### config.mk
export PLATFORM = sky130hd
export DESIGN_NAME = fpa_regs
export DESIGN_NICKNAME = d
export VERILOG_FILES = /design/src/sv/fpa_pkg.sv /design/src/sv/fpa_regs.sv
export SDC_FILE = /design/constraint.sdc
export NUM_CORES = 1
export LEC_CHECK = 0
export BUFFER_PORTS_ARGS = -buffer_cell sky130_fd_sc_hd__buf_4
export CAP_MARGIN = 20
export CORE_MARGIN = 5
export CORE_UTILIZATION = 31
export DETAILED_ROUTE_END_ITERATION = 10
export GPL_ROUTABILITY_DRIVEN = 0
export SLEW_MARGIN = 10
export SYNTH_ARGS = -nofsm -noshare
export SYNTH_HDL_FRONTEND = slang
export SYNTH_SLANG_ARGS = --single-unit
export TNS_END_PERCENT = 100
### constraint.sdc
create_clock -name clk -period 2.5 [get_ports clk]
set_input_delay 0.375 -clock clk [delete_from_list [all_inputs] [get_ports clk]]
set_output_delay 0.375 -clock clk [all_outputs]
set_load 0.02 [all_outputs]
### src/sv/fpa_pkg.sv
// shared types and constants for the object pool allocator
// no dependencies
`default_nettype none
package fpa_pkg;
  localparam int ARENA_BYTES_DEF = 65536;
  localparam int FREE_DEPTH_DEF  = 4096;
  localparam int LINK_BYTES_DEF  = 4;
  localparam int COUNT_MAX       = 8191;

  localparam logic [1:0] OP_ALLOC   = 2'd0;
  localparam logic [1:0] OP_FREE    = 2'd1;
  localparam logic [1:0] OP_ADDFREE = 2'd2;
  localparam logic [1:0] OP_REINIT  = 2'd3;

  localparam logic [2:0] ST_OK      = 3'd0;
  localparam logic [2:0] ST_COUNT   = 3'd1;
  localparam logic [2:0] ST_HEAP    = 3'd2;
  localparam logic [2:0] ST_EXHAUST = 3'd3;
  localparam logic [2:0] ST_BAD     = 3'd4;

  localparam logic [2:0] REG_ARENA  = 3'd0;
  localparam logic [2:0] REG_OBJ    = 3'd1;
  localparam logic [2:0] REG_ALIGN  = 3'd2;
  localparam logic [2:0] REG_CLE    = 3'd3;
  localparam logic [2:0] REG_CL     = 3'd4;
  localparam logic [2:0] REG_HLE    = 3'd5;
  localparam logic [2:0] REG_HLB    = 3'd6;

  // configuration seen by the core
  typedef struct packed {
    logic [16:0] arena_bytes;
    logic [12:0] object_size;
    logic [3:0]  align_log2;
    logic        count_limit_enable;
    logic [12:0] count_limit;
    logic        heap_limit_enable;
    logic [16:0] heap_limit_bytes;
  } cfg_t;
endpackage
`default_nettype wire

### src/sv/fpa_regs.sv
// apb register file for the object pool allocator
// depends on fpa_pkg
`default_nettype none
module fpa_regs (
  input  wire logic          clk,
  input  wire logic          rst,
  input  wire logic          psel,
  input  wire logic          penable,
  input  wire logic          pwrite,
  input  wire logic [4:0]    paddr,
  input  wire logic [31:0]   pwdata,
  output logic [31:0]        prdata,
  output logic               pready,
  output fpa_pkg::cfg_t      cfg,
  output logic               arena_write
);
  logic       wr;
  logic [2:0] idx;

  assign pready = 1'b1;
  assign idx    = paddr[4:2];
  assign wr     = psel & penable & pwrite;
  assign arena_write = wr && (idx == fpa_pkg::REG_ARENA);

  // register writes
  always_ff @(posedge clk) begin
    if (rst) begin
      cfg.arena_bytes        <= '0;
      cfg.object_size        <= 13'd16;
      cfg.align_log2         <= 4'd2;
      cfg.count_limit_enable <= 1'b0;
      cfg.count_limit        <= 13'd4096;
      cfg.heap_limit_enable  <= 1'b0;
      cfg.heap_limit_bytes   <= '0;
    end else if (wr) begin
      unique case (idx)
        fpa_pkg::REG_ARENA: cfg.arena_bytes        <= pwdata[16:0];
        fpa_pkg::REG_OBJ:   cfg.object_size        <= pwdata[12:0];
        fpa_pkg::REG_ALIGN: cfg.align_log2         <= pwdata[3:0];
        fpa_pkg::REG_CLE:   cfg.count_limit_enable <= pwdata[0];
        fpa_pkg::REG_CL:    cfg.count_limit        <= pwdata[12:0];
        fpa_pkg::REG_HLE:   cfg.heap_limit_enable  <= pwdata[0];
        fpa_pkg::REG_HLB:   cfg.heap_limit_bytes   <= pwdata[16:0];
        default: ;
      endcase
    end
  end

  // read mux
  always_comb begin
    unique case (idx)
      fpa_pkg::REG_ARENA: prdata = {15'd0, cfg.arena_bytes};
      fpa_pkg::REG_OBJ:   prdata = {19'd0, cfg.object_size};
      fpa_pkg::REG_ALIGN: prdata = {28'd0, cfg.align_log2};
      fpa_pkg::REG_CLE:   prdata = {31'd0, cfg.count_limit_enable};
      fpa_pkg::REG_CL:    prdata = {19'd0, cfg.count_limit};
      fpa_pkg::REG_HLE:   prdata = {31'd0, cfg.heap_limit_enable};
      fpa_pkg::REG_HLB:   prdata = {15'd0, cfg.heap_limit_bytes};
      default:            prdata = '0;
    endcase
  end
endmodule
`default_nettype wire

# After elaboration in Yosys (flattened, before gate mapping)
# Cells that the tools add are included.
[classes] n_eq_ne=6 muxes=1 n_bitwise=2 n_reduce_logical=9
[ops] op="case mux 17 bit (7 select lines)" count=1
[ops] op="AND reduction 2 bit" count=7
[ops] op="== test 3 bit, second input constant" count=3
[ops] op="== test 3 x 2 -> 1 bit, second input constant" count=2
[ops] op="== test 3 x 1 -> 1 bit, second input constant" count=1
[ops] op="logical NOT 3 bit" count=1
[ops] op="AND 1 bit" count=2
[ops] op="logical AND 1 bit" count=1
[totals] reg_bits=66 inputBits=42 out_inout_bits=100 elab_cells=25

# Longest topological paths before layout
# Gate-level depths: netlist (run 1).
[logic_depth] ltp_word=3 depth_mapped=5 ltp_nobuf=3

# Worst setup path after synthesis (run 1)
# No wires, ideal clock.
[synth_path] kind="input-to-output" from="in paddr[3]" to="out prdata[0]" arrival_time_ns=1.297 path_slack_ns=0.828 path_stages=3 path_buffers=1 path_cell_list="buf_6 -> mux4_2 -> mux2_2"
[synth_via] elab_chain_cells=2 word_cells_on_any_way=8 cone_classes="eq/ne: 6; mux: 1; reduce/logical: 1"
[synth_rtl] item="from (decl)" line_no="fpa_regs.sv:10" text="input wire logic [4:0] paddr,"
[synth_rtl] item="== test 3 bit (tied with other cells)" line_no="fpa_regs.sv:51" text="unique case (idx)"
[synth_rtl] item="case mux 17 bit (7 select lines) *" line_no="fpa_regs.sv:51"
[synth_rtl] item="to (decl)" line_no="fpa_regs.sv:12" text="output logic [31:0] prdata,"
# Mark *: on every way between the ends. The rest lies on a longest branch, timed or not.

# Final worst setup path (run 1)
# Same ends and word-level chain as after synthesis.

==> qor.csv, run 1 <==
stage,metric,value,unit
outcome,outcome,completed,
routing,DR WL/cell,16.27,um
cells_and_area,Seq. cell area,1321,um^2
clock_network,clock root cell,clkbuf_8,
clock_network,CTS Hold Buffers Added,0,
cells_and_area,final cell count without fillers,591,
logic_synthesis,most frequent cell after synthesis,dfxtp_1,
placement,count of input and output buffers,108,
logic_synthesis,number of synthesized flops with an enable pin,0,
logic_synthesis,share of the synthesized area in the top cell type,40.06,%
power_and_ir_drop,Worst VDD drop,0.3266,mV
routing,Post-Route WL,9615,um
timing,hold slack final,0.3125,ns
clock_network,CTS max path bufs,2,
logic_synthesis,ys flop type,dfxtp_1,
cells_and_area,biggest regs,cfg x66,
job,max-cap viol count,0,
die,Die Span Y,113.1,um
cells_and_area,Multi-input gate area,1765,um^2
logic_synthesis,Mapped Area,3298,um^2
logic_synthesis,Mapped Cells,353,
clock_network,Num CTS Buffers,9,
critical_path,worst path required time,2.12,ns
global_routing,vias in the first global route,2841,
clock_network,post_cts resized,0,
timing,Final Max Slew Viols,0,
timing,slew margin rel.,59.71,%
global_routing,Total GRT Usage,14.49,%
logic_synthesis,Synth Register Bits,66,
clock_network,register clock-pin slew on the reported worst setup and hold paths,0.07,ns
routing,Final ANT Viol Nets,0,
routing,residual DRC count,0,
critical_path,startpoint types,input port,
die,site row count,37,
timing,FMAX,477.1,MHz
cells_and_area,area growth from synthesis to layout,32.02,%
timing,Final Hold Viols,0,
placement,Post-DP HPWL,6879,um
critical_path,crit path DAT,1.72,ns
logic_synthesis,synth warn,0,
cells_and_area,Largest register FFs,66,
logic_synthesis,Post-synth top cells,"dfxtp_1 (66), mux2i_1 (64), nand2b_1 (58)",
routing,DRT iter0 DRCs,137,
routing,TritonRoute pass-1 iters,4,
clock_network,Post-CTS Setup Bufs,0,
timing,Setup-failing EPs final,0,
hold_path,Hold WC Path Type,in -> reg,
global_routing,grt total ovfl,0,
clock_network,H-tree levels,3,
critical_path,Crit Path Category,in -> out,
die,Die W,113.1,um
die,die area,12800,um^2
logic_synthesis,"Avg Cell Area, Syn",9.343,um^2
routing,DR vias,2850,
logic_synthesis,register area share after synthesis,40.06,%
logic_synthesis,"FFs w/ async S/R, synth",0,%
timing,Slew @ Worst Pin,0.6043,ns
cells_and_area,Nets,492,
cells_and_area,n_diodes,0,
cells_and_area,# fillers,1083,
critical_path,Crit Path Max Fanout,22,
timing,clock skew,0,ns
power_and_ir_drop,P_leak,1.997,nW
cells_and_area,Util after Layout,41.99,%
cells_and_area,design area,4354,um^2
die,area of the core,10370,um^2
timing,setup_tns,0,ns
routing,post-DR vias/cell,4.822,
timing,RSZ-0062 raised after global routing,no,
critical_path,critical path capture point type,output port,
timing,Tmin final,2.096,ns
die,Ports,142,
clock_network,clock sink count,66,
global_routing,pin count of the biggest net entering global routing,74,
global_routing,first-pass GRT wire length,14880,um
logic_synthesis,cell type with the largest total area after synthesis,dfxtp_1,
global_routing,initial antenna violation count,0,
timing,fin crit share,83.83,%
power_and_ir_drop,power density over cell area,525.6,nW/um^2
logic_synthesis,Synth cell types,33,
cells_and_area,Biggest register,cfg,
placement,dpl cell area,4135,um^2
die,Starting Density,31.81,%
logic_synthesis,ranking of synthesized cells by area,"dfxtp_1 (40%), mux2i_1 (19%), nand2b_1 (11%)",
clock_network,CTS tree,built,
placement,Post-Place Cells,575,
cells_and_area,share of cells above drive strength 1,30.77,%
clock_network,clk_lat worst skew,0.32,ns
-- power by group --
| part | internal (mW) | leakage [nW] | switching (mW) | total [mW] |
|---|---|---|---|---|
| clock network | 0.586 | 0.109 | 0.410 | 0.996 |
| logic | 0.0858 | 1.36 | 0.142 | 0.228 |
| registers | 1.06 | 0.532 | 0.00649 | 1.06 |
-- layout make-up --
type                       instances  area share [%]
tap                              136           3.908
clock inverter                     5           1.782
multi-input combinational        256           40.55
timing repair buffer             117           20.17
clock buffer                      11           3.247
sequential                        66           30.34
-- worst max-delay path, cell delays in order --
cell and delay (ns):
buf_4 0.35, mux4_2 0.56, mux2_2 0.27, buf_4 0.16
-- routing by layer --
metal	routed length (um)	global-route usage (%)	up-vias
met5	0	0	-
met4	29	2.965	0
met3	707	4.385	2
met2	4523	24.01	107
met1	4355	18.69	1341
li1	-	-	1400
-- cells by family after synthesis --
kind of cell | Yosys count | share of synthesized area [%]
multiplexers | 69 | 21.47
AND/OR/NAND/NOR | 107 | 19.08
other | 2 | 0.2277
AO/OA/AOI/OAI | 64 | 11.15
flip-flops | 66 | 40.06
buffers and inverters | 45 | 8.004
-- path summary, 6_finish.rpt --
kind	startpoint	to	slack [ns]	cells after the start
max	paddr[3]	prdata[0]	0.40	4
min	pwdata[13]	cfg[13]	0.31	3
max reg2reg	cfg[40]	cfg[40]	1.80	1
min reg2reg	cfg[55]	cfg[55]	0.49	2
-- placed cells by master (no fill, tap or decap) --
cell	synthesis	routed
o22ai_1	12	12
mux2_2	4	4
mux2i_1	64	64
nand2_2	1	1
nor2_4	1	1
and4_1	1	1
dfxtp_1	66	66
buf_4	17	117
nor2b_1	3	3
a22oi_1	10	10
a211o_1	1	1
clkbuf_8	0	10
and3_1	1	1
nor2_1	9	9
nand2_1	5	5
nand3_1	20	20
nand2b_1	58	58
and4b_1	1	1
o2bb2ai_1	1	1
o21ai_0	19	19
clkinv_2	0	2
a21oi_1	20	20
and2_1	3	3
clkinvlp_4	0	1
bufinv_16	0	2
mux4_2	1	1
clkbuf_1	12	1
or2_1	1	1
o21ai_1	1	1
nand2_4	1	1
and2b_1	1	1
conb_1	2	16
nand4b_1	1	1
-- metrics by stage --
step	total power, mW	worst slack (ns)
after floorplan	1.250	0.8276
after global placement	1.315	0.4243
after detailed placement	1.318	0.4081
after CTS	2.324	0.4062
after global routing	2.381	0.3799
final	2.289	0.4042
Power figures use the tool's default switching activity.
==> run 2: changes to the inputs <==
Clock period 2.5 ns to 2.1 ns, I/O delays scaled along.
==> run 2 against run 1 <==
Compared with the run above:
- count of clock-buffer cells in the layout is 2 higher
- final cell count is 0.68% higher
- register-to-register slack worse by 0.39 ns
- total power is 15% higher
- clock power is 9% higher
- sequential power is 20% higher
- first-iteration DRC count is 7.3% higher
- worst setup slack worse by 0.16 ns
- largest power group unchanged
==> qor.csv, run 2 (same netlist as run 1, synthesis figures left out) <==
stage,metric,value,unit,change
critical_path,worst path required time,1.78,ns,-0.34 ns
clock_network,clock root cell,clkbuf_8,,
hold_path,hold depth,3,,unchanged
clock_network,CTS max path bufs,2,,unchanged
power_and_ir_drop,P_leak,2.024,nW,+1.3%
critical_path,CP Depth,3,,-1
cells_and_area,"most common cell after layout, fill and taps aside",buf_4,,
timing,FMAX,537.8,MHz,
critical_path,crit path DAT,1.54,ns,-0.18 ns
cells_and_area,design area,4389,um^2,+0.80%
routing,DRT iter0 DRCs,147,,+7.3%
timing,Setup-failing EPs final,0,,unchanged
placement,count of input and output buffers,108,,unchanged
critical_path,Critical Path Max Stage Delay,0.46,ns,-0.10 ns
critical_path,number of buffers and inverters on the critical path,1,,-1
placement,Post-DP HPWL,7019,um,+2.0%
outcome,outcome,completed,,
power_and_ir_drop,total power,2.638,mW,+15%
timing,post-route setup slack,0.2406,ns,-0.1636 ns
die,Starting Density,31.81,%,unchanged
timing,fin crit share,88.54,%,
timing,Final Max Slew Viols,0,,unchanged
routing,Post-Route WL,9765,um,+1.6%
timing,clock skew,0,ns,unchanged
cells_and_area,n_diodes,0,,unchanged
critical_path,CP top delay family,multiplexers,,
routing,residual DRC count,0,,unchanged
critical_path,worst-path cell chain,mux4_2 -> mux2_2 -> buf_4,,
die,Ports,142,,unchanged
die,Die W,113.1,um,unchanged
routing,post-DR vias/cell,4.837,,+0.30%
global_routing,grt total ovfl,0,,unchanged
global_routing,first-pass GRT wire length,15400,um,+3.5%
critical_path,FF-to-FF path depth,1,,unchanged
global_routing,Total GRT Usage,15.10,%,+0.61 points
global_routing,initial antenna violation count,0,,unchanged
clock_network,clock sink count,66,,unchanged
global_routing,vias in the first global route,2917,,+2.7%
clock_network,Num CTS Buffers,9,,unchanged
routing,Final ANT Viol Nets,0,,unchanged
timing,setup_tns,0,ns,unchanged
cells_and_area,final cell count without fillers,595,,+0.68%
cells_and_area,Largest register FFs,66,,unchanged
power_and_ir_drop,Worst VDD drop,0.3332,mV,+2.0%
critical_path,critical path capture point type,output port,,
cells_and_area,Biggest register,cfg,,
clock_network,clk_lat worst skew,0.33,ns,about the same
timing,Final Hold Viols,0,,unchanged
cells_and_area,Util after Layout,42.33,%,+0.34 points
hold_path,Hold WC Path Type,in -> reg,,
power_and_ir_drop,power density over cell area,600.9,nW/um^2,+14%
clock_network,Post-CTS Setup Bufs,0,,unchanged
clock_network,H-tree levels,3,,unchanged
timing,Slew @ Worst Pin,0.5382,ns,-0.06613 ns
routing,DR WL/cell,16.41,um,+0.88%
critical_path,flop2flop setup slack,1.41,ns,-0.39 ns
timing,Tmin final,1.859,ns,
critical_path,Crit Path Category,reg -> out,,
cells_and_area,# fillers,1077,,-0.55%
placement,Post-Place Cells,580,,+0.87%
cells_and_area,most frequent cells in the layout,"buf_4 (121), dfxtp_1 (66), mux2i_1 (64), nand2b_1 (58)",,
cells_and_area,biggest regs,cfg x66,,
critical_path,startpoint types,flop,,
job,max-cap viol count,0,,unchanged
clock_network,CTS tree,built,,
global_routing,pin count of the biggest net entering global routing,50,,-32%
die,Die Span Y,113.1,um,unchanged
die,die area,12800,um^2,unchanged
clock_network,post_cts resized,0,,unchanged
routing,DR vias,2878,,+0.98%
routing,TritonRoute pass-1 iters,4,,unchanged
clock_network,register clock-pin slew on the reported worst setup and hold paths,0.07,ns,about the same
clock_network,CTS Hold Buffers Added,0,,unchanged
timing,hold slack final,0.2507,ns,-0.06184 ns
placement,DP Worst Slack,0.3134,ns,-0.09462 ns
timing,RSZ-0062 raised after global routing,no,,
critical_path,Crit Path Max Fanout,3,,-86%
timing,slew margin rel.,64.12,%,+4.4 points
critical_path,"Slowest-stage cell, CP",mux4_2,,
cells_and_area,Nets,497,,+1.0%
die,area of the core,10370,um^2,unchanged
placement,dpl cell area,4185,um^2,+1.2%
die,site row count,37,,unchanged
cells_and_area,area growth from synthesis to layout,33.08,%,
cells_and_area,share of cells above drive strength 1,31.37,%,+0.60 points
-- run 2: cell count changes in the layout (fill, tap and decap cells not counted) --
cell and delta:
buf_4 +4, clkbuf_8 +2, buf_12 +1, bufinv_16 -1, clkinv_2 -1, clkinvlp_4 -1
-- run 2: final timing paths --
kind / startpoint / endpoint
max reg2reg: cfg[40] / cfg[40]
max: cfg[31] / prdata[0]
min reg2reg: cfg[55] / cfg[55]
min: pwdata[14] / cfg[63]
-- run 2: report_power, final --
part / switching, mW / internal [mW]
clock: 0.450 / 0.638
combinational: 0.172 / 0.110
sequential: 0.00792 / 1.26
-- run 2: tightest hold or removal path, delay by kind of cell --
kind / cells / cell delay (ns)
AOI/OAI and AO/OA: 1 / 0.05
buffers and inverters: 1 / 0.11
and+or+nand+nor: 1 / 0.05
-- run 2: cell type report --
type	count	area [um^2]	share of cell area [%]
clock buffer	13	168.9	3.848
sequential	66	1321	30.10
timing repair buffer	122	928.4	21.15
multi-input combinational	256	1765	40.22
clock inverter	2	35.03	0.7982
tap	136	170.2	3.877
-- run 2: per-layer routing --
metal	vias up	global-route usage (%)	routed length [um]
met5	-	0	0
met3	10	3.476	682
met2	104	24.76	4528
met1	1359	19.89	4450
li1	1405	-	-
met4	0	4.247	103
==> run 3: changes to the inputs <==
Clock period 2.1 ns to 2 ns, I/O delays scaled along.
==> run 3 against run 2 <==
Compared with the run above:
- worst hold slack worse by 0.033 ns
- count of clock-buffer cells in the layout down 3
- combinational power up 5%
- register-to-register slack worse by 0.10 ns
- critical path depth unchanged
- critical endpoint unchanged
- die area unchanged
- via count up 0.42%
- critical path type unchanged
- worst setup slack worse by 0.086 ns
==> qor.csv, run 3 (same netlist as run 1, synthesis figures left out) <==
stage,metric,value,unit,change
outcome,outcome,completed,,
critical_path,worst path required time,1.70,ns,-0.08 ns
power_and_ir_drop,Worst VDD drop,0.3410,mV,+2.3%
clock_network,Post-CTS Setup Bufs,0,,unchanged
clock_network,clock sink count,66,,unchanged
clock_network,clock root cell,clkbuf_8,,
power_and_ir_drop,P_leak,2.023,nW,about the same
critical_path,CP top delay family,multiplexers,,
clock_network,CTS Hold Buffers Added,0,,unchanged
clock_network,Num CTS Buffers,9,,unchanged
critical_path,FF-to-FF path depth,2,,+1
global_routing,initial antenna violation count,0,,unchanged
job,max-cap viol count,0,,unchanged
timing,FMAX,541.8,MHz,
timing,setup_tns,0,ns,unchanged
timing,Slew @ Worst Pin,0.5094,ns,-0.02881 ns
die,Starting Density,31.81,%,unchanged
clock_network,register clock-pin slew on the reported worst setup and hold paths,0.08,ns,about the same
global_routing,first-pass GRT wire length,15210,um,-1.3%
cells_and_area,Largest register FFs,66,,unchanged
die,Ports,142,,unchanged
critical_path,Crit Path Category,reg -> out,,
timing,RSZ-0062 raised after global routing,no,,
timing,Final Hold Viols,0,,unchanged
routing,DR WL/cell,16.61,um,+1.2%
global_routing,Total GRT Usage,14.92,%,-0.18 points
die,Die W,113.1,um,unchanged
timing,post-route setup slack,0.1543,ns,-0.08627 ns
cells_and_area,area growth from synthesis to layout,33.54,%,
global_routing,vias in the first global route,2872,,-1.5%
placement,Post-DP HPWL,7085,um,+0.94%
die,site row count,37,,unchanged
placement,count of input and output buffers,108,,unchanged
timing,fin crit share,92.28,%,
routing,TritonRoute pass-1 iters,4,,unchanged
cells_and_area,n_diodes,0,,unchanged
routing,Post-Route WL,9884,um,+1.2%
die,Die Span Y,113.1,um,unchanged
clock_network,CTS max path bufs,2,,unchanged
timing,slew margin rel.,66.04,%,+1.9 points
die,area of the core,10370,um^2,unchanged
cells_and_area,Nets,496,,-0.20%
cells_and_area,"most common cell after layout, fill and taps aside",buf_4,,
clock_network,post_cts resized,0,,unchanged
cells_and_area,Biggest register,cfg,,
routing,DRT iter0 DRCs,113,,-23%
hold_path,Hold WC Path Type,in -> reg,,
timing,Setup-failing EPs final,0,,unchanged
cells_and_area,most frequent cells in the layout,"buf_4 (120), dfxtp_1 (66), mux2i_1 (64), nand2b_1 (58)",,
hold_path,worst min-delay path endpoint,cfg[56],,
hold_path,hold depth,3,,unchanged
cells_and_area,share of cells above drive strength 1,31.59,%,+0.22 points
critical_path,Critical Path Max Stage Delay,0.45,ns,about the same
power_and_ir_drop,power density over cell area,658.5,nW/um^2,+9.6%
cells_and_area,Util after Layout,42.47,%,+0.14 points
die,die area,12800,um^2,unchanged
critical_path,flop2flop setup slack,1.31,ns,-0.10 ns
critical_path,Crit Path Max Fanout,3,,unchanged
critical_path,Worst R2R Start,cfg[51],,
routing,post-DR vias/cell,4.857,,+0.42%
timing,Tmin final,1.846,ns,
critical_path,number of buffers and inverters on the critical path,1,,unchanged
timing,clock skew,0,ns,unchanged
critical_path,crit path DAT,1.55,ns,about the same
critical_path,worst-path cell chain,mux4_2 -> mux2_2 -> buf_4,,
hold_path,Worst Hold Launch,pwdata[7],,
clock_network,H-tree levels,3,,unchanged
critical_path,"Slowest-stage cell, CP",mux4_2,,
critical_path,worst flop-to-flop path endpoint,cfg[51],,
cells_and_area,# fillers,1070,,-0.65%
routing,Final ANT Viol Nets,0,,unchanged
cells_and_area,biggest regs,cfg x66,,
global_routing,grt total ovfl,0,,unchanged
routing,DR vias,2890,,+0.42%
routing,residual DRC count,0,,unchanged
critical_path,critical path capture point type,output port,,
placement,DP Worst Slack,0.1707,ns,-0.1428 ns
critical_path,startpoint types,flop,,
clock_network,CTS tree,built,,
global_routing,pin count of the biggest net entering global routing,50,,unchanged
timing,Final Max Slew Viols,0,,unchanged
critical_path,CP Depth,3,,unchanged
clock_network,clk_lat worst skew,0.34,ns,about the same
-- run 3: worst register-to-register path, cell delays in order, from the launching register on --
cell	delay [ns]
dfxtp_1	0.38
o21ai_0	0.10
a21oi_1	0.14
-- run 3: worst max-delay path by stage --
stage | startpoint | endpoint | slack [ns]
finish | cfg[36] | prdata[0] | 0.15
global placement | paddr[3] | prdata[0] | 0.17
floorplan | paddr[3] | prdata[0] | 0.48
detailed placement | paddr[3] | prdata[0] | 0.17
CTS | cfg[31] | prdata[0] | 0.13
global route | cfg[36] | prdata[0] | 0.09
-- run 3: area by class of cell --
cell class | count | area (um^2) | area share, %
multi-input cells | 256 | 1765 | 40.09
flip-flops and latches | 66 | 1321 | 30.00
repair buffers | 121 | 920.9 | 20.91
well taps | 136 | 170.2 | 3.864
clock buffers | 10 | 137.6 | 3.125
clock inverters | 6 | 88.84 | 2.017
-- run 3: routing by layer --
| metal | part of all wire [%] | global-route usage, % | vias to the layer above | wire [um] |
|---|---|---|---|---|
| met2 | 48 | 25.28 | 92 | 4730 |
| met1 | 45 | 18.48 | 1389 | 4432 |
| met3 | 6.3 | 4.599 | 9 | 623 |
| met5 | 0 | 0 | - | 0 |
| met4 | 0.98 | 3.686 | 0 | 97 |
| li1 | - | - | 1400 | - |
-- run 3: metrics by stage --
| stage | std cells | total power [mW] | cell area [um^2] | hold slack [ns] |
|---|---|---|---|---|
| 2_1_floorplan | 367 | 1.563 | 3351 | 0.4477 |
| 3_3_place_gp | 579 | 1.653 | 4178 | 0.4802 |
| 5_1_grt | 595 | 3.007 | 4404 | 0.2050 |
| 3_5_place_dp | 579 | 1.657 | 4178 | 0.4882 |
| 4_1_cts | 595 | 2.932 | 4404 | 0.2010 |
| 6_report | 595 | 2.900 | 4404 | 0.2178 |
-- run 3: where the power goes --
group          switching, mW  internal [mW]
clock network          0.537          0.738
logic                  0.180          0.114
registers            0.00838           1.32
total                  0.725           2.18
